===== src/rtl/imuocs_pkg.sv =====
// Shared types, codes and constants for the inertial offset calibration and scaling block.
`timescale 1ns / 1ps

package imuocs_pkg;

    localparam int RAW_W     = 16;
    localparam int OFF_W     = 17;
    localparam int DIFF_W    = 18;
    localparam int GAIN_W    = 24;
    localparam int FRAC_BITS = 8;
    localparam int SHIFT     = GAIN_W - FRAC_BITS;
    localparam int PROD_W    = DIFF_W + GAIN_W + 1;
    localparam int OUT_W     = 19;
    localparam int SUM_W     = 32;
    localparam int CNT_W     = 16;
    localparam int SENS_W    = 15;
    localparam int CFG_W     = 24;
    localparam int DIV_STEPS = SUM_W;
    localparam int STEP_W    = $clog2(DIV_STEPS);
    localparam int N_AXES    = 6;
    localparam int N_GROUP   = 3;

    localparam logic [CNT_W-1:0]  SAMPLE_COUNT_RST = CNT_W'(100);
    localparam logic [SENS_W-1:0] ACCEL_SENS_RST   = SENS_W'(16384);
    localparam logic [GAIN_W-1:0] ACCEL_GAIN_RST   = GAIN_W'(1024);
    localparam logic [GAIN_W-1:0] GYRO_GAIN_RST    = GAIN_W'(128070);

    localparam logic [1:0] CFG_SAMPLE_COUNT = 2'd0;
    localparam logic [1:0] CFG_ACCEL_SENS   = 2'd1;
    localparam logic [1:0] CFG_ACCEL_GAIN   = 2'd2;
    localparam logic [1:0] CFG_GYRO_GAIN    = 2'd3;

    typedef enum logic [1:0] {
        OP_MEAS = 2'd0,
        OP_ACAL = 2'd1,
        OP_GCAL = 2'd2,
        OP_NONE = 2'd3
    } t_op;

    typedef struct packed {
        logic acc;
        logic restart;
        logic start;
        logic clear;
    } t_cal_ctrl;

endpackage


===== src/rtl/imuocs_cal_lane.sv =====
// One calibration lane: running sum of an axis and a bit-serial signed divider.
`timescale 1ns / 1ps

module imuocs_cal_lane
    import imuocs_pkg::*;
(
    input  logic                     i_clk,
    input  logic                     i_rst_n,
    input  t_cal_ctrl                i_ctrl,
    input  logic signed [RAW_W-1:0]  i_sample,
    input  logic [CNT_W-1:0]         i_count,
    output logic signed [OFF_W-1:0]  o_quot,
    output logic                     o_done
);

    logic signed [SUM_W-1:0] r_sum;
    logic                    r_busy;
    logic                    r_done;
    logic [STEP_W-1:0]       r_step;
    logic [CNT_W-1:0]        r_rem;
    logic [CNT_W-1:0]        r_div;
    logic [SUM_W-1:0]        r_q;
    logic                    r_neg;
    logic [CNT_W:0]          rem_sh;
    logic                    fits;
    logic [SUM_W-1:0]        sum_mag;
    logic [OFF_W-1:0]        q_low;

    assign sum_mag = r_sum[SUM_W-1] ? SUM_W'(-r_sum) : SUM_W'(r_sum);
    assign rem_sh  = {r_rem, r_q[SUM_W-1]};
    assign fits    = rem_sh >= {1'b0, r_div};
    assign q_low   = r_q[OFF_W-1:0];

    always_ff @(posedge i_clk) begin
        if (!i_rst_n) begin
            r_sum  <= '0;
            r_busy <= 1'b0;
            r_done <= 1'b0;
        end else begin
            r_done <= 1'b0;
            if (i_ctrl.clear) begin
                r_sum <= '0;
            end else if (i_ctrl.acc) begin
                r_sum <= (i_ctrl.restart ? SUM_W'(0) : r_sum) + SUM_W'(i_sample);
            end
            if (i_ctrl.start) begin
                r_busy <= 1'b1;
                r_step <= STEP_W'(DIV_STEPS - 1);
                r_rem  <= '0;
                r_div  <= i_count;
                r_q    <= sum_mag;
                r_neg  <= r_sum[SUM_W-1];
            end else if (r_busy) begin
                r_rem <= fits ? CNT_W'(rem_sh - {1'b0, r_div}) : rem_sh[CNT_W-1:0];
                r_q   <= {r_q[SUM_W-2:0], fits};
                r_step <= r_step - STEP_W'(1);
                if (r_step == '0) begin
                    r_busy <= 1'b0;
                    r_done <= 1'b1;
                end
            end
        end
    end

    // The mean never exceeds one raw word in magnitude, so the low bits carry it whole.
    assign o_quot = r_neg ? signed'(-q_low) : signed'(q_low);
    assign o_done = r_done;

endmodule


===== config.mk =====
export PLATFORM = sky130hd
export DESIGN_NAME = imuocs_cal_lane
export DESIGN_NICKNAME = d
export VERILOG_FILES = /design/src/rtl/imuocs_pkg.sv /design/src/rtl/imuocs_cal_lane.sv
export SDC_FILE = /design/constraint.sdc
export NUM_CORES = 1
export LEC_CHECK = 0
export BUFFER_PORTS_ARGS = -buffer_cell sky130_fd_sc_hd__buf_2
export CAP_MARGIN = 40
export CORE_ASPECT_RATIO = 1.1
export CORE_MARGIN = 1
export CORE_UTILIZATION = 58
export DETAILED_ROUTE_END_ITERATION = 7
export PLACE_DENSITY = 0.75
export SLEW_MARGIN = 20
export SYNTH_ARGS = -nofsm -noshare
export SYNTH_HDL_FRONTEND = slang
export SYNTH_SLANG_ARGS = --single-unit

===== constraint.sdc =====
create_clock -name i_clk -period 7.26 [get_ports i_clk]
set_input_delay 0.726 -clock i_clk [delete_from_list [all_inputs] [get_ports i_clk]]
set_output_delay 0.726 -clock i_clk [all_outputs]
set_load 0.02 [all_outputs]

# Yosys cells after proc, flatten, opt, wreduce, memory -nomap -nowiden
# Index checks and enable logic that the tools add are counted.
[totals]
in_bits = 38
output_inout_bits = 18
reg_bits = 104
[classes]
n_lt_le_gt_ge = 1
n_addsub = 5
n_mux = 12
n_reduce_logical = 6
n_bitwise = 2
[op_table]
columns = ["operator", "n"]
rows = [
  ["$mux 32", 4],
  ["$add 32x16->32", 1],
  ["$mux 16", 2],
  ["$neg 32->32", 1],
  ["$ge 17x16->1", 1],
  ["$mux 17", 1],
  ["$neg 17->17", 1],
  ["$sub 16x16->16", 1],
  ["$logic_not 5->1", 1],
  ["$mux 5", 1],
  ["$sub 5x1->5 const B", 1],
  ["$mux 1", 4],
  ["$reduce_and 2->1", 2],
  ["$reduce_or 3->1", 1],
  ["$not 1->1", 2],
  ["$reduce_bool 2->1", 1],
  ["$reduce_or 2->1", 1],
]

# Logic depth before layout (Yosys ltp)
# Gate-level depths: netlist of run 1.
[logic_depth]
ltp_word = 4
ltp_mapped = 13
ltp_nobuf = 13

# Worst setup path after synthesis of run 1
# No wires, ideal clock.
[synth_path]
kind = "input to register"
from = "input i_ctrl[2] (netlist name)"
to = "register r_sum[28]"
path_buffers = 1
path_stages = 13
slack_ps = 3677
arrival_time_ps = 3461
required_ps = 7138
setup_time_ps = 122
path_cell_list = "clkbuf_1 -> nor2_1 -> ha_1 -> fa_1 -> a21oi_1 -> nand4b_1 -> a21boi_0 -> o311ai_0 -> o31ai_1 -> o41a_1 -> a31oi_1 -> xor2_1 -> o21ai_0"
[synth_between]
elab_chain_len = 2
[synth_lines]
columns = ["item", "line_no", "text"]
rows = [
  ["start: declaration", "imuocs_cal_lane.sv:9", "input t_cal_ctrl i_ctrl,"],
  ["$mux 32", "imuocs_cal_lane.sv:44", "r_sum <= (i_ctrl.restart ? SUM_W'(0) : r_sum) + SUM_W'(i_sample);"],
  ["$add 32x16->32", "imuocs_cal_lane.sv:44", ""],
  ["end signal: assignment", "imuocs_cal_lane.sv:44", ""],
  ["end: declaration", "imuocs_cal_lane.sv:16", "logic signed [SUM_W-1:0] r_sum;"],
]
# No other way between the ends.
# A chain may end at the register's enable or synchronous reset.

# Worst setup path in the final report of run 1
# Same ends and word-level chain as after synthesis.

==> impl_metrics.yaml, run 1 <==
routing:
  drt.antenna.violating_nets: 0
  drtPass1Iterations: 7
  vias: 6235
  wl_mm: 16.83
  drtIter0Drc: 397
  drcViolationCount: 8
  post_drt_wl_per_cell_um: 16.32
  viasPerCell: 6.048
sta:
  rsz0062_at_grt: "no"
  max_freq_mhz: 248.7
  final_max_slew_viol_count: 0
  period_needed_ns: 4.021
  tightest_slew_ns: 0.8998
  hold_violations: 0
  fin_worst_skew_ns: 0.005642
  setup_viol_count_final: 0
  setup_tns_ns: 0
  max-slew-margin-rel_pct: 39.25
  fin_ws_ns: 3.239
  period_share_pct: 55.39
yosys:
  synthXorXnorAreaFrac_pct: 9.481
  synth_nets: 922
  syn_area_mm2: 0.007575
  synth_cell_types: 65
  synth_edf_count: 70
  yosysSeqAreaShare_pct: 36.74
  synth_top_flop_cell: "edfxtp_1"
  synth-seq-cells: 104
  ys_top_cells_by_area: "edfxtp_1 28%, dfxtp_1 9.0%, ha_1 8.3%"
  yosysWarningCount: 0
  synth_top_family_by_area: "compound AO/OA/AOI/OAI gates"
  async_flop_share_pct: 0
  yosysTopAreaCell: "edfxtp_1"
  yosys.area_share.simple_pct: 17.28
  avgSynthCellArea_um2: 9.104
  synth_cells: 832
  synth_top_area_share_pct: 27.75
  synth_mux_area_share_pct: 5.236
  synth_compound_area_share_pct: 18.62
  synth_fa_ha_area_share_pct: 8.788
  synth_most_common_cell: "nor2_1"
  synth_commonest_cells: "76 x nor2_1, 71 x a21oi_1, 70 x edfxtp_1, 50 x ha_1, 48 x nand2_1"
global_routing:
  antenna_found_initial: 0
  grt_overflow: 0
  first_global_vias: 6013
  grt_pass1_wl_mm: 28.32
  grt_start_max_net_pins: 78
  gr-usage-all-layers_pct: 26.00
critical_path:
  reg2reg_from: "r_rem[5]$_SDFFCE_PP0P_"
  r2r_end: "r_rem[7]$_SDFFCE_PP0P_"
  r2r_cells: 9
  startpoint_type: "primary input"
  path_cells: "buf_2, nor2_1, ha_1, fa_1, a21oi_1, nand4b_1, a21boi_0, o311ai_0, o31ai_1, o41a_1, a31oi_1, xor2_1, o21ai_0"
  setup.worst_path.class: "in -> reg"
  path_buf_inv: 1
  critPathLaunch: "i_ctrl[2]"
  crit_family: "compound AO/OA/AOI/OAI gates"
  crit_required_ns: 7.51
  slowest_stage: "o311ai_0"
  max_stage_delay_ns: 0.77
  arrival_ns: 4.27
  crit_fanout: 33
  end_kind: "flip-flop"
  r2r_slack_ns: 3.58
placement:
  place_ws_ns: 2.849
  io_buffer_count: 55
  hpwl_mm: 12.31
  placed_cells: 1014
  place.gp.congestion: 0.9674
worst_hold_path:
  hp-start: "r_busy$_SDFF_PN0_"
  min_to: "o_done$_SDFF_PP0_"
  min-delay-path-class: "reg -> reg"
  whs_path_depth: 2
die:
  die_area_mm2: 0.01352
  die_w_um: 111.0
  start_util_pct: 59.66
  die_h_um: 121.9
  boundaryPins: 56
  rows: 43
  fp.coreArea_mm2: 0.01270
status:
  status: "finished, violations left"
  violations: "design-rule violations"
clocking:
  cts_setup_buffers: 0
  clk_root_buffer_cell: "clkbuf_16"
  cts-buffers-inserted: 9
  cts.sinks: 104
  cts_tree: "done"
  postCtsHoldBufs: 0
  clk_latency_ns: 0.36
  clk_pin_slew_ns: 0.07
  h-tree-depth: 3
  cts_resized: 0
  cts_max_path_buffers: 2
job:
  maxCapViolations: 0
pwr:
  cellPowerDensity_mw_per_mm2: 189.4
  leakagePower_nw: 3.414
  peakVddDrop_uv: 124.7
finish:
  fin_cells: 1031
  fillers: 1095
  nets: 959
  multi_input_area_mm2: 0.004501
  final_layout_size_suffix_gt1_share_pct: 11.56
  ff_latch_area_mm2: 0.002783
  diodes: 0
  syn_to_final_growth_pct: 8.903
## sequential cells by signal, summed over array words and instances, names as in the netlist
register and flops:
r_q 32, r_sum 32, r_div 16, r_rem 16, r_step 5, o_done 1
r_busy 1, r_neg 1
## metrics by stage
stage	hold WS, ns	total power (W)	area (um^2)	util [%]
finish	0.4484	0.001563	8249	64.97
CTS	0.4506	0.001567	8234	64.85
detailed placement	0.4423	0.001119	7970	62.77
global route	0.4637	0.001641	8249	64.97
global placement	0.4294	0.001106	7950	62.61
floorplan	0.4234	0.001020	7575	-
## layer usage
layer	up-vias	wire, um	GRT usage, %
met3	25	667	3.980
met5	-	0	0
met1	2938	7645	33.19
li1	3117	-	-
met4	0	300	8.562
met2	155	8214	45.32
## how the worst max path moves through the flow
stage                                         to  cells after the start  slack, ns
after floorplan           r_sum[28]$_SDFFE_PP0P_                     13       3.68
after global placement    r_sum[28]$_SDFFE_PP0P_                     13       2.95
after CTS                 r_sum[28]$_SDFFE_PP0P_                     13       3.22
after global routing      r_sum[28]$_SDFFE_PP0P_                     13       2.97
after detailed placement  r_sum[28]$_SDFFE_PP0P_                     13       2.85
final                     r_sum[28]$_SDFFE_PP0P_                     13       3.24
## where the power goes
part           leakage [nW]  internal [W]  switching [W]
clock network         0.130      0.000229       0.000221
registers             0.947      0.000684      0.0000329
logic                  2.34      0.000166       0.000231
total                  3.41       0.00108       0.000485
## cell families after synthesis
family | after synthesis
simple gates | 260
compound gates | 219
flops | 104
xor+xnor | 82
buf+inv | 77
fa+ha+maj | 52
mux | 38
## cell type report
type / count / area share, %
multi-input cells: 651 / 54.56
clock buffers: 9 / 2.730
inverters: 40 / 1.820
repair buffers: 63 / 4.308
well taps: 157 / 2.381
clock inverters: 7 / 0.4702
flip-flops and latches: 104 / 33.73
## placed cells by master, fill, tap and decap left out, drive strengths merged, types with 4 or more instances in the layout
cell type | Yosys | layout
edfxtp | 70 | 70
o41ai | 4 | 4
or4 | 5 | 5
a211oi | 9 | 9
o21a | 6 | 6
a21oi | 72 | 72
a2111oi | 4 | 4
clkbuf | 30 | 9
or3 | 12 | 12
nand2 | 48 | 48
nor2b | 36 | 36
a31oi | 9 | 9
xnor2 | 47 | 47
and3 | 4 | 4
a21o | 12 | 12
xor2 | 35 | 35
nor2 | 76 | 76
o31ai | 17 | 17
o21ai | 47 | 47
clkinv | 0 | 6
nand4 | 6 | 6
nor3 | 16 | 16
mux2 | 13 | 13
dfxtp | 34 | 34
nand3b | 6 | 6
nand2b | 14 | 14
inv | 40 | 40
ha | 50 | 50
mux2i | 25 | 25
o21bai | 7 | 7
buf | 7 | 63
o211ai | 7 | 7
nand3 | 23 | 23
## worst register-to-register path, cell delays in order, from the launching register on
cell and delay (ns):
edfxtp_1 0.40, ha_1 0.38, a211oi_1 0.43, o221ai_1 0.25, a31o_2 0.31, a31o_2 0.28
a41oi_1 0.30, o31a_1 0.58, nand2_1 0.26, a211oi_1 0.31
No activity file was read; power rests on OpenSTA's default activity.
==> run 2: changes to the inputs <==
--- a/config.mk
+++ b/config.mk
@@ -9,9 +9,9 @@
 export CAP_MARGIN = 40
 export CORE_ASPECT_RATIO = 1.1
 export CORE_MARGIN = 1
-export CORE_UTILIZATION = 58
+export CORE_UTILIZATION = 56
 export DETAILED_ROUTE_END_ITERATION = 7
-export PLACE_DENSITY = 0.75
+export PLACE_DENSITY = 0.76
 export SLEW_MARGIN = 20
 export SYNTH_ARGS = -nofsm -noshare
 export SYNTH_HDL_FRONTEND = slang
==> constraint.sdc (replaced) <==
create_clock -name i_clk -period 3.4 [get_ports i_clk]
set_input_delay 0.34 -clock i_clk [delete_from_list [all_inputs] [get_ports i_clk]]
set_output_delay 0.34 -clock i_clk [all_outputs]
set_load 0.02 [all_outputs]
==> run 2 against run 1 <==
Compared with the run above:
- the flow now finishes without violations
- clock-buffer cell count increased by 5
- design area rose by 1.4%
- die area rose by 3.5%
- core utilization shrank 1.7 points
- sequential share of layout area shrank 0.47 points
- non-clock buffer count grew 10
- worst hold slack worse by 0.29 ns
- clock skew rose by 0.0041 ns
- critical endpoint unchanged
==> impl_metrics.yaml, run 2 (synthesis gave the netlist of run 1 again) <==
worst_hold_path:
  min-delay-path-class: "in -> reg"
  whs_path_depth: 1
die:
  die_w_um: 112.9
  die_h_um: 124.0
  boundaryPins: 56
  start_util_pct: 57.33
  fp.coreArea_mm2: 0.01321
  die_area_mm2: 0.01400
  rows: 44
placement:
  hpwl_mm: 12.38
  place.gp.congestion: 0.9641
  io_buffer_count: 55
sta:
  max_freq_mhz: 319.3
  period_needed_ns: 3.132
  max-slew-margin-rel_pct: 49.82
  period_share_pct: 92.11
  hold_slack_ns: 0.1609
  hold_violations: 0
  setup_viol_count_final: 0
  setup_tns_ns: 0
  fin_worst_skew_ns: 0.009763
  final_max_slew_viol_count: 0
  rsz0062_at_grt: "no"
  tightest_slew_ns: 0.7482
routing:
  drtIter0Drc: 367
  viasPerCell: 5.962
  vias: 6230
  drtPass1Iterations: 5
  drcViolationCount: 0
  drt.antenna.violating_nets: 0
  post_drt_wl_per_cell_um: 16.02
  wl_mm: 16.75
critical_path:
  crit_required_ns: 3.64
  slowest_stage: "fa_1"
  r2r_cells: 14
  max_stage_delay_ns: 0.42
  arrival_ns: 3.38
  setup.worst_path.class: "reg -> reg"
  startpoint_type: "flip-flop"
  path_cells: "inv_1, nor2_1, ha_1, fa_1, a21oi_1, nand4b_1, a21boi_1, o311ai_1, buf_4, o31ai_1, o41a_1, a31oi_1, xor2_1, o21ai_0"
  end_kind: "flip-flop"
  crit_fanout: 4
clocking:
  clk_latency_ns: 0.36
  cts.sinks: 104
  h-tree-depth: 3
  clk_root_buffer_cell: "clkbuf_16"
  postCtsHoldBufs: 0
  cts-buffers-inserted: 9
  clk_pin_slew_ns: 0.07
  cts_tree: "done"
  cts_max_path_buffers: 2
pwr:
  leakagePower_nw: 3.479
  peakVddDrop_uv: 251.8
  cellPowerDensity_mw_per_mm2: 414.8
finish:
  fillers: 1126
  top_regs: "r_q x32, r_sum x32"
  syn_to_final_growth_pct: 10.44
  diodes: 0
  final_common_cell: "nor2_1"
  final_layout_size_suffix_gt1_share_pct: 12.56
  layout_common_cells: "76 x nor2_1, 71 x a21oi_1, 70 x edfxtp_1"
  nets: 969
global_routing:
  grt_pass1_wl_mm: 27.01
  gr-usage-all-layers_pct: 24.20
  antenna_found_initial: 0
  grt_overflow: 0
  grt_start_max_net_pins: 69
  first_global_vias: 5835
status:
  status: "finished, final reports clean"
job:
  maxCapViolations: 0
[run 2: changes by cell type in the layout (fill, tap and decap cells not counted), sizes merged]
cell and delta:
clkbuf +5, inv +1, buf +10, clkinv -6
[run 2: power breakdown]
group | switching [W] | internal [W] | leakage [nW]
Sequential | 0.0000700 | 0.00146 | 0.947
Clock | 0.000471 | 0.000610 | 0.150
Combinational | 0.000498 | 0.000361 | 2.38
[run 2: final timing paths]
check                                            from                      to  slack [ns]
worst max-delay path            r_sum[0]$_SDFFE_PP0P_  r_sum[28]$_SDFFE_PP0P_        0.27
worst min-delay path                       i_count[1]      r_div[1]$_DFFE_PP_        0.16
worst max register to register  r_sum[0]$_SDFFE_PP0P_  r_sum[28]$_SDFFE_PP0P_        0.27
worst min register to register      r_busy$_SDFF_PN0_       o_done$_SDFF_PP0_        0.46
[run 2: through the flow]
step	setup WS (ns)	power [W]	util [%]	cell area (um^2)	instances
5_1_grt	0.02513	0.003632	63.31	8366	1045
3_5_place_dp	0.09863	0.002397	60.78	8030	1027
4_1_cts	0.1967	0.003478	63.14	8343	1043
6_report	0.2681	0.003470	63.31	8366	1045
3_3_place_gp	0.2105	0.002373	60.78	8030	1027
2_1_floorplan	0.2031	0.002178	-	7575	832
[run 2: critical path, delay by kind of cell, from the launching register on]
kind	cells	cell delay, ns
compound gates	7	1.34
buf+inv	2	0.31
simple gates	2	0.24
flops	1	0.34
xor+xnor	1	0.15
fa+ha+maj	2	0.64
[run 2: timing repair]
item / in CTS / in global routing
resized for setup: 0 / 3
setup endpoints to repair: 0 / 4
setup buffers: 0 / 1
[run 2: per-layer routing]
layer	track usage (%)	routed length, um	vias up
met5	0	0	-
met4	9.046	301	0
met3	4.185	833	20
met2	40.78	7832	152
met1	31.37	7778	2939
li1	-	-	3119
[run 2: area by class of cell]
class	count	area [um^2]	area share, %
multi-input combinational	651	4501	53.80
tap	161	201.4	2.408
inverter	40	150.1	1.795
clock buffer	14	296.5	3.545
timing repair buffer	73	417.9	4.996
clock inverter	2	16.27	0.1944
sequential	104	2783	33.26
==> run 3: changes to the inputs <==
--- a/config.mk
+++ b/config.mk
@@ -11,8 +11,10 @@
 export CORE_MARGIN = 1
 export CORE_UTILIZATION = 56
 export DETAILED_ROUTE_END_ITERATION = 7
+export MAX_ROUTING_LAYER = met4
 export PLACE_DENSITY = 0.76
 export SLEW_MARGIN = 20
 export SYNTH_ARGS = -nofsm -noshare
 export SYNTH_HDL_FRONTEND = slang
 export SYNTH_SLANG_ARGS = --single-unit
+export TNS_END_PERCENT = 5
==> run 3 against run 2 <==
Compared with the run above:
- worst setup slack got worse by 0.029 ns
- clock skew increased by 0.0020 ns
- global-route usage increased by 1.3 points
- critical path depth unchanged
- sequential cell count unchanged
- routed wire length increased by 0.99%
- die area unchanged
- sequential power about the same
- design area about the same
- non-clock buffer count decreased by 2
- combinational power increased by 0.7%
- critical path type unchanged
- critical endpoint is now r_sum[30]$_SDFFE_PP0P_
==> impl_metrics.yaml, run 3 (synthesis gave the netlist of run 1 again) <==
pwr:
  cellPowerDensity_mw_per_mm2: 414.3
  leakagePower_nw: 3.473
  intPower_w: 0.002403
  seqPwrFrac_pct: 44.1
  peakVddDrop_uv: 273.7
  switching_share_pct: 30.69
  p_comb_share_pct: 24.9
  total_power_w: 0.003466
  p_clk_share_pct: 31.0
  netSwitchingPower_w: 0.001064
placement:
  placed_cells: 1026
  place_ws_ns: 0.1544
  io_buffer_count: 55
  place.gp.congestion: 0.9737
  hpwl_mm: 12.65
routing:
  met3WireLength_um: 765
  top_layer: "met4"
  wl_mm: 16.91
  drcViolationCount: 0
  dr_wl_met2_mm: 8.101
  drt.antenna.violating_nets: 0
  viasPerCell: 6.031
  post_drt_wl_per_cell_um: 16.21
  drtPass1Iterations: 5
  vias: 6290
  routedLengthMet1_mm: 7.829
  drtIter0Drc: 449
critical_path:
  end_kind: "flip-flop"
  arrival_ns: 3.46
  startpoint_type: "flip-flop"
  crit_fanout: 4
  reg2reg_from: "r_sum[0]$_SDFFE_PP0P_"
  crit_required_ns: 3.70
  setup.worst_path.class: "reg -> reg"
  critPathLaunch: "r_sum[0]$_SDFFE_PP0P_"
global_routing:
  gr-usage-all-layers_pct: 25.54
  first_global_vias: 5877
  grt_pass1_wl_mm: 27.83
  grt_start_max_net_pins: 62
  grt_overflow: 0
  antenna_found_initial: 0
clocking:
  cts-buffers-inserted: 9
  clk_pin_slew_ns: 0.07
  postCtsHoldBufs: 0
  clk_root_buffer_cell: "clkbuf_16"
  cts_max_path_buffers: 2
  cts.sinks: 104
  cts_setup_buffers: 0
  clk_latency_ns: 0.36
  cts_resized: 0
  h-tree-depth: 3
  cts_tree: "done"
sta:
  hold_slack_ns: 0.1608
  setup_tns_ns: 0
  hold_violations: 0
  max_freq_mhz: 316.4
  final_max_slew_viol_count: 0
  period_share_pct: 92.95
  period_needed_ns: 3.160
  tightest_slew_ns: 0.7092
  fin_ws_ns: 0.2396
  setup_viol_count_final: 0
  rsz0062_at_grt: "no"
  fin_worst_skew_ns: 0.01173
  max-slew-margin-rel_pct: 51.50
worst_hold_path:
  min-delay-path-class: "in -> reg"
  hp-start: "i_count[10]"
status:
  status: "finished, final reports clean"
die:
  die_w_um: 112.9
  die_h_um: 124.0
  rows: 44
  boundaryPins: 56
  die_area_mm2: 0.01400
  start_util_pct: 57.33
  fp.coreArea_mm2: 0.01321
finish:
  nets: 967
  final_layout_size_suffix_gt1_share_pct: 12.81
  top_regs: "r_q x32, r_sum x32"
  layout_common_cells: "76 x nor2_1, 71 x a21oi_1, 70 x edfxtp_1"
  syn_to_final_growth_pct: 10.46
  fin_cells: 1043
  final_common_cell: "nor2_1"
  diodes: 0
  fillers: 1116
job:
  maxCapViolations: 0
## run 3: worst max-delay path, stage by stage, from the launching register on
cell and delay, ns:
dfxtp_1 0.38, inv_1 0.10, nor2_1 0.11, ha_1 0.22
fa_1 0.23, a21oi_1 0.09, nand4b_1 0.23, a21boi_1 0.28
o311ai_1 0.12, buf_4 0.16, o211ai_1 0.20, a311o_1 0.20
a21oi_1 0.08, or4b_2 0.62, nand3_1 0.08
## run 3: worst paths after layout
| kind | endpoint | slack (ns) | depth (start not counted) |
|---|---|---|---|
| min | r_div[10]$_DFFE_PP_ | 0.16 | 1 |
| max reg2reg | r_sum[30]$_SDFFE_PP0P_ | 0.24 | 14 |
| max | r_sum[30]$_SDFFE_PP0P_ | 0.24 | 14 |
| min reg2reg | o_done$_SDFF_PP0_ | 0.46 | 2 |
## run 3: area by class of cell
cell class                      instances  area (um^2)  area share (%)
Multi-Input combinational cell        651         4512           53.93
Sequential cell                       104         2783           33.26
Timing Repair Buffer                   71        415.4           4.965
Clock buffer                            9        225.2           2.692
Tap cell                              161        201.4           2.408
Inverter                               40        150.1           1.795
Clock inverter                          7        80.08          0.9571
## run 3: metal layers
metal	up-vias	track usage, %
met4	0	7.155
met2	155	40.93
met5	-	-
met1	2985	34.07
li1	3132	-
met3	18	3.650
## run 3: power by group through the flow
stage                     combinational (W)  clock, W  sequential (W)
after detailed placement           0.000847         0         0.00156
final                              0.000865   0.00107         0.00153
after CTS                          0.000855   0.00109         0.00153
after floorplan                    0.000646         0         0.00153
after global placement             0.000824         0         0.00155
after global routing               0.000957   0.00114         0.00154
## run 3: metrics by stage
| stage | utilization [%] | instance area, um^2 |
|---|---|---|
| 4_1_cts | 63.13 | 8341 |
| 2_1_floorplan | - | 7575 |
| 6_report | 63.32 | 8367 |
| 3_5_place_dp | 60.81 | 8035 |
| 5_1_grt | 63.32 | 8367 |
| 3_3_place_gp | 60.81 | 8035 |
