--- src/rtl/imuocs_pkg.sv ---
// Shared types, codes and constants for the inertial offset calibration and scaling block.
`timescale 1ns / 1ps

package imuocs_pkg;

    localparam int RAW_W     = 16;
    localparam int OFF_W     = 17;
    localparam int DIFF_W    = 18;
    localparam int GAIN_W    = 24;
    localparam int FRAC_BITS = 8;
    localparam int SHIFT     = GAIN_W - FRAC_BITS;
    localparam int PROD_W    = DIFF_W + GAIN_W + 1;
    localparam int OUT_W     = 19;
    localparam int SUM_W     = 32;
    localparam int CNT_W     = 16;
    localparam int SENS_W    = 15;
    localparam int CFG_W     = 24;
    localparam int DIV_STEPS = SUM_W;
    localparam int STEP_W    = $clog2(DIV_STEPS);
    localparam int N_AXES    = 6;
    localparam int N_GROUP   = 3;

    localparam logic [CNT_W-1:0]  SAMPLE_COUNT_RST = CNT_W'(100);
    localparam logic [SENS_W-1:0] ACCEL_SENS_RST   = SENS_W'(16384);
    localparam logic [GAIN_W-1:0] ACCEL_GAIN_RST   = GAIN_W'(1024);
    localparam logic [GAIN_W-1:0] GYRO_GAIN_RST    = GAIN_W'(128070);

    localparam logic [1:0] CFG_SAMPLE_COUNT = 2'd0;
    localparam logic [1:0] CFG_ACCEL_SENS   = 2'd1;
    localparam logic [1:0] CFG_ACCEL_GAIN   = 2'd2;
    localparam logic [1:0] CFG_GYRO_GAIN    = 2'd3;

    typedef enum logic [1:0] {
        OP_MEAS = 2'd0,
        OP_ACAL = 2'd1,
        OP_GCAL = 2'd2,
        OP_NONE = 2'd3
    } t_op;

    typedef struct packed {
        logic acc;
        logic restart;
        logic start;
        logic clear;
    } t_cal_ctrl;

endpackage

--- src/rtl/imuocs_scale_lane.sv ---
// One scaling lane: offset subtraction, reciprocal gain product, rounding and saturation.
`timescale 1ns / 1ps

module imuocs_scale_lane
    import imuocs_pkg::*;
(
    input  logic                     i_clk,
    input  logic                     i_load,
    input  logic signed [RAW_W-1:0]  i_raw,
    input  logic signed [OFF_W-1:0]  i_off,
    input  logic [GAIN_W-1:0]        i_gain,
    output logic signed [OUT_W-1:0]  o_val
);

    localparam logic signed [PROD_W-1:0] RND     = PROD_W'(1) << (SHIFT - 1);
    localparam logic signed [PROD_W-1:0] OUT_MAX = PROD_W'((1 << (OUT_W - 1)) - 1);
    localparam logic signed [PROD_W-1:0] OUT_MIN = -(PROD_W'(1) << (OUT_W - 1));

    logic signed [DIFF_W-1:0] r_diff;
    logic signed [PROD_W-1:0] r_prod;
    logic signed [PROD_W-1:0] rounded;
    logic signed [PROD_W-1:0] shifted;

    always_ff @(posedge i_clk) begin
        if (i_load) begin
            r_diff <= DIFF_W'(i_raw) - DIFF_W'(i_off);
        end
        r_prod <= PROD_W'(r_diff) * PROD_W'(signed'({1'b0, i_gain}));
    end

    always_comb begin
        rounded = r_prod + RND;
        shifted = rounded >>> SHIFT;
        if (shifted > OUT_MAX) begin
            o_val = OUT_MAX[OUT_W-1:0];
        end else if (shifted < OUT_MIN) begin
            o_val = OUT_MIN[OUT_W-1:0];
        end else begin
            o_val = shifted[OUT_W-1:0];
        end
    end

endmodule

--- config.mk ---
export PLATFORM = sky130hd
export DESIGN_NAME = imuocs_scale_lane
export DESIGN_NICKNAME = d
export VERILOG_FILES = /design/src/rtl/imuocs_pkg.sv /design/src/rtl/imuocs_scale_lane.sv
export SDC_FILE = /design/constraint.sdc
export NUM_CORES = 1
export LEC_CHECK = 0
export BUFFER_PORTS_ARGS = -buffer_cell sky130_fd_sc_hd__buf_2
export CORE_UTILIZATION = 40
export DETAILED_ROUTE_END_ITERATION = 10
export GPL_TIMING_DRIVEN = 1
export PLACE_DENSITY = 0.52
export SLEW_MARGIN = 30
export SYNTH_ARGS = -nofsm -noshare
export SYNTH_HDL_FRONTEND = slang
export SYNTH_SLANG_ARGS = --single-unit
--- constraint.sdc ---
create_clock -name i_clk -period 9.9 [get_ports i_clk]
set_input_delay 2.97 -clock i_clk [delete_from_list [all_inputs] [get_ports i_clk]]
set_output_delay 2.97 -clock i_clk [all_outputs]
set_load 0.02 [all_outputs]
Yosys cells after proc, flatten, opt, wreduce, memory -nomap -nowiden. Cells that the tools add are included. Widths: inputs -> output; s select.

Reduce and logical (&&, ||, !) cells: 0. Shift-type cells: 0. Div/mod/pow operators: 0. Bitwise logic cells: 0. $mul: 1. Add/subtract/negate cells: 2. Muxes and demuxes: 2. Order comparisons: 2. Equal/unequal tests: 0.

Operator list (number): $add 43x17->43 const B (1); $mul 18x25->43 (1); $mux 19 (2); $gt 27x19->1 const B (1); $lt 27x19->1 const B (1); $sub 16x17->18 (1).

Input bits: 59. Word-level logic and storage cells: 9. Latch bits: 0. ROM bits: 0. Bits in writable memories: 0. Flip-flop bits (word level): 61. Output and inout bits: 19. Memories kept: 0.

Depth between registers and ports, before layout. Gate-level depths: netlist (run 1).

Depth after elaboration: 4. Depth in mapped cells: 23. Gate-level depth less buffers: 22.

Least setup slack after synthesis (run 1). Ideal clock, no wire load.

Path kind: input-to-reg. From: input port i_gain[9]. To: register r_prod[42]. Arrival: 8.787 ns. Stages: 23. Slack: 0.997 ns. Required time: 9.784 ns. Path buffers: 2. Setup time: 0.116 ns. Cell sequence: clkbuf_1 -> clkbuf_1 -> nand2_1 -> fa_1 -> inv_1 -> fa_1 -> inv_1 -> fa_1 -> inv_1 -> fa_1 -> fa_1 -> inv_1 -> fa_1 -> inv_1 -> ha_1 -> nand4_1 -> nor2_1 -> a221oi_1 -> o2111ai_1 -> nand3_2 -> a2111oi_2 -> or4_1 -> o211a_1.

Word-level cells in the longest chain between the ends: 1.

RTL lines: start, declared (line imuocs_scale_lane.sv:11) `input logic [GAIN_W-1:0] i_gain,`; $mul 18x25->43 (line imuocs_scale_lane.sv:28) `r_prod <= PROD_W'(r_diff) * PROD_W'(signed'({1'b0, i_gain}));`; end signal, assigned (line imuocs_scale_lane.sv:28); end, declared (line imuocs_scale_lane.sv:20) `logic signed [PROD_W-1:0] r_prod;`.

Every way passes these cells. A chain may end at the register's enable or synchronous reset.

Final worst setup path (run 1). Same ends and word-level chain as after synthesis.

==> results by group, run 1 <==
Outcome
  • Status: finished, final reports clean

Worst setup path
  • CP max FO: 18
  • Worst setup EP type: flop
  • Worst Path Class, Setup: in2reg
  • Type of origin of the critical path: primary input
  • Worst EP arrival: 9.10 ns
  • Critical path required time: 10.11 ns

Worst hold path
  • Type of the worst min-delay path: reg2reg

Detailed routing
  • DRC: 0
  • Routed vias: 12170
  • WL per Instance: 16.99 um
  • Violation count after the first detailed-route iteration: 597
  • Drt first pass iters: 5
  • Top routing layer in use: met4
  • Vias per cell: 4.943
  • Wl on met1: 18290 um
  • Metal3 WL: around 2000 um
  • Antenna Nets Post-Route: 0
  • Routed WL: 41830 um
  • Met2 wire length: 20280 um

Floorplanning
  • Die width: 205.5 um
  • Floorplan core area: 40830 um^2
  • Initial Util: 0.4056
  • Die ar.: 42220 um^2
  • Top-Level Pins: roughly 80
  • Row count: 74
  • Die height: 205.5 um

Timing
  • Slew @ Worst Pin: between 0.9 and 1 ns
  • Post-Route Setup TNS: 0 ns
  • Final hold violation count: 0
  • RSZ-0062 raised after global routing: false
  • Crit share post-route: 0.8979
  • Fmax: 112.5 MHz
  • Setup WS post-layout: 1.011 ns
  • Max-slew headroom: 0.3358
  • Minimum clock period: roughly 9 ns
  • Worst Skew: between 0.02 and 0.025 ns
  • Setup-failing EPs final: 0
  • Slew Viols, Final: 0
  • WHS: 1.302 ns

Logic synthesis
  • Count of unique library cells instantiated by Yosys: 67
  • Flops & latches, synth: 46
  • Synth Area in Adders: 0.5448
  • Synthesized instance count: around 1900
  • Synth Area in Compound Gates: 0.05809
  • Most used DFF post-synth: dfxtp_1
  • Sequential share of the synthesized area: 0.06648
  • Ys Warns: 0
  • Simple-Gate Fraction of Synth Area: 0.1766
  • FFs w/ async S/R, synth: 0
  • Multiplexer area fraction after synthesis: 0.001889
  • Largest family of logic cells by synthesized area: adder cells
  • Synth Cell Area: 16560 um^2
  • Synth Net Count: roughly 2500
  • EDFF count, synth: 18
  • Mapped Avg Cell Area: 8.712 um^2
  • Synth Area in XOR/XNOR: 0.02644

Clocking
  • Clk_lat worst skew: 0.33 ns
  • Clock sinks: 46
  • CTS Buf Count: 5
  • H-tree levels: 2
  • Reg clk slew, reported paths: 0.09 ns
  • Maximum clock insertion buffer count: 2
  • Root Buffer: clkbuf_16
  • Setup bufs post-CTS: 0
  • CTS tree: done
  • CTS-repair resized insts: 0
  • Hold_buf cts: 0

Global route
  • Initial antenna violation count: 0
  • GRT Util Overall: 0.2143
  • Global route overflow: 0
  • Largest net degree at the start of global routing: 25
  • Vias in the first global route: 13181
  • First-pass GRT wire length: 69500 um

Place
  • Worst slack at placement: 0.6641 ns
  • Gpl congestion: 0.8686
  • HPWL after DPL: about 35000 um
  • Port bufs: between 70 and 80

Cells and area
  • Antenna cells: 0
  • Fin util: 0.4321
  • Area of the multi-input gates: 13380 um^2
  • Fill cells: slightly above 4000
  • Fin nets: 2498
  • Share of cells above drive strength 1: 0.06684
  • Most frequent cells in the layout: inv_1, fa_1, nand2_1
  • Most common cell after layout, fill and taps aside: inv_1
  • Layout area overhead: 6.527%
  • Register area: 1101 um^2

Flow run
  • Max Cap Viol: 0
-- synthesized netlist by cell type, drive strengths merged, types with 2 or more instances --
cell type  count  area, um^2
inv          474        1779
fa           352        7047
nand2        276        1036
and2         160        1002
ha           158        1977
clkbuf        70       262.8
nor2          59       221.5
o21ai         46       267.8
a21oi         39       195.2
xnor2         31       271.5
dfxtp         28       560.5
nand3         19       112.6
xor2          19       166.4
edfxtp        18       540.5
nand4         18       118.9
nor3          17       90.09
a21o          13       97.59
nand2b        13       81.33
nor2b          9       56.30
a211oi         6       50.05
a31oi          6       37.54
a21boi         5       37.54
and4           5       46.29
or2            5       31.28
and3           4       25.02
o21bai         4       30.03
o31ai          4       30.03
or3            4       25.02
a221oi         3       26.28
buf            3       38.79
o21a           3       22.52
a2111oi        2       23.77
a31o           2       26.28
mux2i          2       20.02
nor4           2       12.51
o2111ai        2       17.52
o211ai         2       15.01
or4            2       15.01
-- flip-flops by register name, summed over array words and instances (netlist names) --
register  flops
r_prod       28
r_diff       18
-- layer usage --
layer  vias up  global-route usage
met5         -                   0
met4         0             0.07116
met3        49             0.02692
met2       302              0.3695
met1      6113              0.2768
li1       5706                   -
-- worst max-delay path, stage by stage --
cell and delay [ns]:
buf_2 0.31, nand2_1 0.13, fa_1 0.55, inv_1 0.05, fa_1 0.52, inv_1 0.05, fa_1 0.51, inv_1 0.06
fa_1 0.46, fa_1 0.55, inv_1 0.06, fa_1 0.53, inv_1 0.04, ha_1 0.36, nand4_1 0.17, nor4b_1 0.33
a221oi_1 0.11, o2111ai_1 0.29, nand3_2 0.20, a2111oi_2 0.48, nor2_1 0.13, o211a_1 0.23
-- cell families after synthesis --
group | Yosys count
and+or+nand+nor | 599
AOI/OAI and AO/OA | 146
buffers and inverters | 547
xor gates and xnor gates | 50
adders and majority gates | 510
DFF | 46
muxes | 3
-- final timing paths --
path         slack, ns  cells past startpoint            endpoint            startpoint
max               1.01                     22  r_prod[42]$_DFF_P_             i_gain[9]
min               1.30                      6  r_prod[42]$_DFF_P_  r_diff[17]$_DFFE_PP_
max reg2reg       2.97                     21  r_prod[42]$_DFF_P_   r_diff[7]$_DFFE_PP_
min reg2reg       1.30                      6  r_prod[42]$_DFF_P_  r_diff[17]$_DFFE_PP_
-- stage by stage --
step	area [um^2]	std cells
3_3_place_gp	17380	2446
6_report	17640	2462
4_1_cts	17580	2458
5_1_grt	17640	2462
3_5_place_dp	17440	2450
2_1_floorplan	16560	1901
-- area by class of cell --
type	instances	share of cell area
Clock buffer	5	0.007092
Clock inverter	3	0.001277
Inverter	474	0.1008
Multi-Input combinational cell	1308	0.7584
Sequential cell	46	0.06241
Tap cell	532	0.03773
Timing Repair Buffer	94	0.03227
Power of run 1 is not shown: default switching activity piles up to over one toggle a cycle in this logic, so the estimate is an artifact.
==> inputs of run 2 (changes only) <==
--- a/config.mk
+++ b/config.mk
@@ -5,6 +5,7 @@
 export SDC_FILE = /design/constraint.sdc
 export NUM_CORES = 1
 export LEC_CHECK = 0
+export ABC_AREA = 1
 export BUFFER_PORTS_ARGS = -buffer_cell sky130_fd_sc_hd__buf_2
 export CORE_UTILIZATION = 40
 export DETAILED_ROUTE_END_ITERATION = 10
==> run 2 against run 1 <==
  * Maximum frequency is 7.8% higher
  * Die area is 7.1% higher
  * Wire length increased by 16%
  * Clock skew fell by 0.0041 ns
  * Setup slack gained 0.64 ns
  * Clock-buffer cell count grew 1
  * Flip-flop and latch count unchanged
  * First-iteration DRC count grew 32%
==> results by group, run 2 <==
Worst setup path
  • Worst Path Class, Setup: in2reg
  • CP max FO: 18 (unchanged)
  • R2r startpoint: r_diff[17]$_DFFE_PP_
  • R2r setup slk: 3.60 ns (+0.63 ns)
  • Worst EP arrival: 8.46 ns (-0.64 ns)
  • Reg2reg end: r_prod[30]$_DFF_P_
  • Worst r2r path cells: 20 (-4.8%)
  • Type of origin of the critical path: primary input
  • Worst setup EP type: flop
  • Critical path required time: 10.11 ns (about the same)

Logic synthesis
  • Sequential share of the synthesized area: 0.06202 (-0.004456)
  • FFs w/ async S/R, synth: 0 (unchanged)
  • Synthesized instance count: 2392 (+26%)
  • Top post-synthesis cells by area: fa_1, inv_1, nand2_1, ha_1, dfxtp_1
  • Flops & latches, synth: 46 (unchanged)
  • Area leader, netlist: fa_1
  • Count of unique library cells instantiated by Yosys: 38 (-43%)
  • Synth Net Count: 2961 (+20%)
  • Synth top area share: 0.3970 (-0.02852)
  • Most used DFF post-synth: dfxtp_1
  • Most common cell in the synthesized netlist: inv_1
  • Synth Cell Area: 17750 um^2 (+7.2%)
  • Post-synth top cells: inv_1, nand2_1, fa_1, ha_1, nor2_1
  • Ys Warns: 0 (unchanged)
  • Mapped Avg Cell Area: 7.421 um^2 (-15%)
  • EDFF count, synth: 18 (unchanged)

Global route
  • Largest net degree at the start of global routing: 26 (+4.0%)
  • Global route overflow: 0 (unchanged)
  • GRT Util Overall: 0.2316 (+0.01736)
  • Initial antenna violation count: 0 (unchanged)
  • First-pass GRT wire length: 80070 um (+15%)
  • Vias in the first global route: 15335 (+16%)

Cells and area
  • Share of cells above drive strength 1: 0.05645 (-0.01038)
  • Top Registers: r_prod x28, r_diff x18
  • Biggest register: r_prod
  • Final cell count without fillers: 2994 (+22%)
  • Max FFs per register: 28 (unchanged)
  • Most frequent cells in the layout: inv_1, nand2_1, fa_1
  • Most common cell after layout, fill and taps aside: inv_1
  • Antenna cells: 0 (unchanged)
  • Fill cells: 4587 (+13%)
  • Layout area overhead: 6.696%
  • Fin nets: 2977 (+19%)

Timing
  • Final hold violation count: 0 (unchanged)
  • Worst Skew: 0.01828 ns (-0.004125 ns)
  • Max-slew headroom: 0.5267 (+0.1910)
  • Minimum clock period: 8.245 ns (-0.6447 ns)
  • Slew Viols, Final: 0 (unchanged)
  • Setup-failing EPs final: 0 (unchanged)
  • Slew @ Worst Pin: 0.7099 ns (-0.2864 ns)
  • Setup WS post-layout: 1.655 ns (+0.6447 ns)
  • Post-Route Setup TNS: 0 ns (unchanged)
  • RSZ-0062 raised after global routing: false
  • Crit share post-route: 0.8328 (-0.06512)
  • Fmax: 121.3 MHz (+7.8%)

Clocking
  • H-tree levels: 2 (unchanged)
  • Setup bufs post-CTS: 0 (unchanged)
  • Clk_lat worst skew: 0.33 ns (about the same)
  • Root Buffer: clkbuf_16
  • Clock sinks: 46 (unchanged)
  • CTS tree: done
  • Hold_buf cts: 0 (unchanged)
  • CTS-repair resized insts: 0 (unchanged)
  • Maximum clock insertion buffer count: 2 (unchanged)
  • CTS Buf Count: 5 (unchanged)
  • Reg clk slew, reported paths: 0.07 ns (-0.02 ns)

Detailed routing
  • Violation count after the first detailed-route iteration: 790 (+32%)
  • WL per Instance: 16.16 um (-4.9%)
  • Routed vias: 14289 (+17%)
  • Antenna Nets Post-Route: 0 (unchanged)
  • DRC: 0 (unchanged)
  • Vias per cell: 4.773 (-3.5%)
  • Drt first pass iters: 6 (+1)
  • Routed WL: 48370 um (+16%)

Flow run
  • Max Cap Viol: 0 (unchanged)

Place
  • DP Cell Count: 2984 (+22%)
  • Gpl congestion: 0.8838 (+1.7%)
  • HPWL after DPL: 41130 um (+17%)
  • Port bufs: 77 (unchanged)
  • Worst slack at placement: 1.343 ns (+0.6787 ns)

Floorplanning
  • Die width: 212.7 um (+3.5%)
  • Die ar.: 45230 um^2 (+7.1%)
  • Floorplan core area: 43460 um^2 (+6.4%)
  • Die height: 212.7 um (+3.5%)
  • Top-Level Pins: 78 (unchanged)
  • Initial Util: 0.4085 (+0.002879)
  • Row count: 76 (+2.7%)

Worst hold path
  • WHS Path Cells: 4 (-2)
  • Min-delay src: r_diff[17]$_DFFE_PP_
  • WHS Endpoint: r_prod[42]$_DFF_P_
  • Type of the worst min-delay path: reg2reg

Outcome
  • Status: finished, final reports clean
## run 2: worst max-delay path, stage by stage
cell	delay, ns
buf_2	0.32
nand2_1	0.15
fa_1	0.56
inv_1	0.06
fa_1	0.55
inv_1	0.07
fa_1	0.51
inv_1	0.05
fa_1	0.46
fa_1	0.54
inv_1	0.05
fa_1	0.53
inv_1	0.04
ha_1	0.36
a21oi_1	0.21
a21boi_0	0.39
nor2_1	0.07
nor2_1	0.14
nand2_1	0.14
nand2_1	0.09
nand2_1	0.06
xor2_1	0.13
## run 2: routing by layer
metal  part of all wire  wire length, um  GRT usage  vias to the layer above
li1                   -                -          -                     6838
met1               0.45            21630     0.3003                     7073
met2               0.48            23280     0.3995                      303
met3              0.039             1863    0.02618                       75
met4              0.033             1598    0.08112                        0
met5                  0                0          0                        -
## run 2: cell families (layout without fill, tap and decap cells)
kind of cell	after synthesis	in the layout	synth area share
simple gates	884	884	0.1999
buf+inv	783	800	0.1666
fa+ha+maj	510	510	0.5083
compound gates	116	116	0.03700
xor+xnor	53	53	0.02615
flops	46	46	0.06202
## run 2: per-stage QoR
stage	hold slack, ns	instance area, um^2	utilization
3_3_place_gp	1.311	18550	0.4269
4_1_cts	1.334	18910	0.4352
3_5_place_dp	1.319	18750	0.4315
5_1_grt	1.370	18940	0.4359
2_1_floorplan	0.8408	17750	-
6_report	1.307	18940	0.4359
## run 2: layout make-up
type | instances | area, um^2 | area share
timing repair buffer | 95 | 634.4 | 0.03349
tap | 585 | 732.0 | 0.03864
clock buffer | 6 | 150.1 | 0.007927
clock inverter | 2 | 13.76 | 0.0007266
multi-input combinational | 1563 | 13690 | 0.7229
inverter | 697 | 2616 | 0.1381
sequential | 46 | 1101 | 0.05813
## run 2: how the worst max path moves through the flow
stage	from	to	slack [ns]	depth (start not counted)
detailed placement	i_gain[9]	r_prod[38]$_DFF_P_	1.34	22
finish	i_gain[9]	r_prod[30]$_DFF_P_	1.66	22
floorplan	i_gain[9]	r_prod[38]$_DFF_P_	1.64	23
global placement	i_gain[23]	r_prod[35]$_DFF_P_	1.30	22
CTS	i_gain[9]	r_prod[38]$_DFF_P_	1.69	22
global route	i_gain[9]	r_prod[30]$_DFF_P_	1.31	22
Power of run 2 is left out for the same reason.
==> inputs of run 3 (changes only) <==
--- a/config.mk
+++ b/config.mk
@@ -10,7 +10,7 @@
 export CORE_UTILIZATION = 40
 export DETAILED_ROUTE_END_ITERATION = 10
 export GPL_TIMING_DRIVEN = 1
-export PLACE_DENSITY = 0.52
+export PLACE_DENSITY = 0.54
 export SLEW_MARGIN = 30
 export SYNTH_ARGS = -nofsm -noshare
 export SYNTH_HDL_FRONTEND = slang
==> constraint.sdc (replaced) <==
create_clock -name i_clk -period 6.93 [get_ports i_clk]
set_input_delay 2.079 -clock i_clk [delete_from_list [all_inputs] [get_ports i_clk]]
set_output_delay 2.079 -clock i_clk [all_outputs]
set_load 0.02 [all_outputs]
==> run 3 against run 2 <==
  * Wire length down 2.1%
  * Die area stayed put
  * Flip-flop and latch count is the same
  * Global-route usage down 0.44 points
  * Sequential share of layout area down 0.68 points
  * Worst hold slack worse by 0.083 ns
  * Non-clock buffer count increased by 184
  * Register-to-register slack got worse by 2.8 ns
  * Utilization rose by 5.8 points
  * Critical endpoint is now r_prod[39]$_DFF_P_
  * Clock-buffer cell count fell by 1
==> results by group, run 3 (same netlist as run 2, synthesis figures left out) <==
Worst hold path
  • WHS Path Cells: 4 (unchanged)
  • WHS Endpoint: r_prod[42]$_DFF_P_
  • Min-delay src: r_diff[17]$_DFFE_PP_
  • Type of the worst min-delay path: reg2reg

Cells and area
  • Share of cells above drive strength 1: 0.2110 (+0.1545)
  • Fill cells: 4407 (-3.9%)
  • Max FFs per register: 28 (unchanged)
  • Fin util: 0.4937 (+0.05781)
  • Fin nets: 3161 (+6.2%)
  • Layout area overhead: 20.85%
  • Top Registers: r_prod x28, r_diff x18
  • Biggest register: r_prod
  • Most common cell after layout, fill and taps aside: inv_1
  • Antenna cells: 0 (unchanged)
  • Most frequent cells in the layout: inv_1, nand2_1, fa_1

Worst setup path
  • CP max FO: 10 (-8)
  • Worst r2r path cells: 20 (unchanged)
  • Critical path required time: 7.14 ns (-2.97 ns)
  • Worst setup EP type: flop
  • Type of origin of the critical path: primary input
  • Worst EP arrival: 6.98 ns (-1.48 ns)
  • Reg2reg end: r_prod[23]$_DFF_P_
  • Worst Path Class, Setup: in2reg
  • CP max stage cell: fa_1
  • R2r startpoint: r_diff[17]$_DFFE_PP_
  • R2r setup slk: 0.85 ns (-2.75 ns)
  • CP peak stage delay: 0.57 ns (about the same)

Floorplanning
  • Floorplan core area: 43460 um^2 (unchanged)
  • Row count: 76 (unchanged)
  • Top-Level Pins: 78 (unchanged)
  • Die ar.: 45230 um^2 (unchanged)
  • Die height: 212.7 um (unchanged)
  • Die width: 212.7 um (unchanged)
  • Initial Util: 0.4085 (unchanged)

Timing
  • Max-slew headroom: 0.3111 (-0.2156)
  • RSZ-0062 raised after global routing: true
  • Final hold violation count: 0 (unchanged)
  • Minimum clock period: slightly below 7 ns
  • Slew Viols, Final: 0 (unchanged)
  • Fmax: 147.6 MHz
  • Worst Skew: 0.01168 ns (-0.006602 ns)
  • Slew @ Worst Pin: 1.033 ns (+0.3234 ns)
  • Crit share post-route: 0.9773
  • Setup-failing EPs final: 0 (unchanged)

Clocking
  • Clk_lat worst skew: 0.32 ns (about the same)
  • Clock sinks: 46 (unchanged)
  • H-tree levels: 2 (unchanged)
  • CTS tree: done
  • Maximum clock insertion buffer count: 2 (unchanged)
  • CTS Buf Count: 5 (unchanged)
  • Reg clk slew, reported paths: 0.07 ns (about the same)
  • Hold_buf cts: 0 (unchanged)
  • Root Buffer: clkbuf_16

Global route
  • Global route overflow: 0 (unchanged)
  • Initial antenna violation count: 1 (+1)
  • Largest net degree at the start of global routing: 25 (-3.8%)
  • GRT Util Overall: 0.2272 (-0.004431)
  • Vias in the first global route: 16095 (+5.0%)
  • First-pass GRT wire length: 80600 um (+0.65%)

Place
  • HPWL after DPL: 41460 um (+0.81%)
  • Port bufs: 77 (unchanged)
  • Gpl congestion: 0.8999 (+1.8%)

Flow run
  • Max Cap Viol: 0 (unchanged)

Detailed routing
  • Violation count after the first detailed-route iteration: 696 (-12%)
  • Vias per cell: 4.683 (-1.9%)
  • DRC: 0 (unchanged)
  • Routed vias: 14882 (+4.2%)
  • Antenna Nets Post-Route: 0 (unchanged)
  • Drt first pass iters: 6 (unchanged)
  • Routed WL: 47360 um (-2.1%)
  • WL per Instance: 14.90 um (-7.8%)

Outcome
  • Status: finished, final reports clean
[run 3: cell count changes in the layout (fill, tap and decap cells not counted), sizes merged]
cell      previous run  this run
buf                 95       278
clkinv               1         0
clkinvlp             0         1
inv                698       699
[run 3: cell type report]
cell class / instances / area [um^2] / area share
clock buffer: 5 / 125.1 / 0.005832
timing repair buffer: 279 / 2215 / 0.1032
tap: 585 / 732.0 / 0.03412
clock inverter: 3 / 22.52 / 0.001050
multi-input combinational: 1563 / 14640 / 0.6824
inverter: 697 / 2619 / 0.1221
sequential: 46 / 1101 / 0.05132
[run 3: metrics by stage]
step                hold slack, ns  area (um^2)  setup WS (ns)  setup TNS [ns]  cells
detailed placement           1.225        20110        -0.5773          -10.37   3154
finish                       1.225        21450         0.1571               0   3178
global route                 1.248        21450       -0.04929         -0.2995   3178
CTS                          1.232        20440       -0.01905        -0.06603   3166
global placement             1.219        20080        -0.5215          -9.758   3151
floorplan                   0.8408        18050      -0.005874       -0.005874   2392
[run 3: timing repair]
action,in CTS,in global routing
hold endpoints to repair,0,0
pin swaps,10,165
buffers inserted,4,13
setup endpoints to repair,22,24
gates resized for setup,43,291
[run 3: worst max-delay path, delay by kind of cell]
family | cells | cell delay [ns]
and+or+nand+nor | 6 | 0.50
adders and majority gates | 7 | 3.38
AOI/OAI and AO/OA | 2 | 0.26
buffers and inverters | 10 | 0.77
[run 3: worst max-delay path by stage]
stage,from,slack [ns],depth (start not counted),endpoint
after floorplan,i_gain[23],-0.006,22,r_prod[38]$_DFF_P_
after global placement,i_gain[19],-0.52,20,r_prod[38]$_DFF_P_
after detailed placement,i_gain[18],-0.58,23,r_prod[38]$_DFF_P_
after CTS,i_gain[16],-0.02,23,r_prod[37]$_DFF_P_
after global routing,i_gain[19],-0.05,24,r_prod[35]$_DFF_P_
final,i_gain[17],0.16,25,r_prod[39]$_DFF_P_
[run 3: per-layer routing]
layer	track usage	vias to the layer above	routed length [um]
met4	0.06252	2	1209
met2	0.4104	243	24020
met5	0	-	10
li1	-	7200	-
met3	0.01986	69	1352
met1	0.2891	7368	20770
Power of run 3 is left out for the same reason.
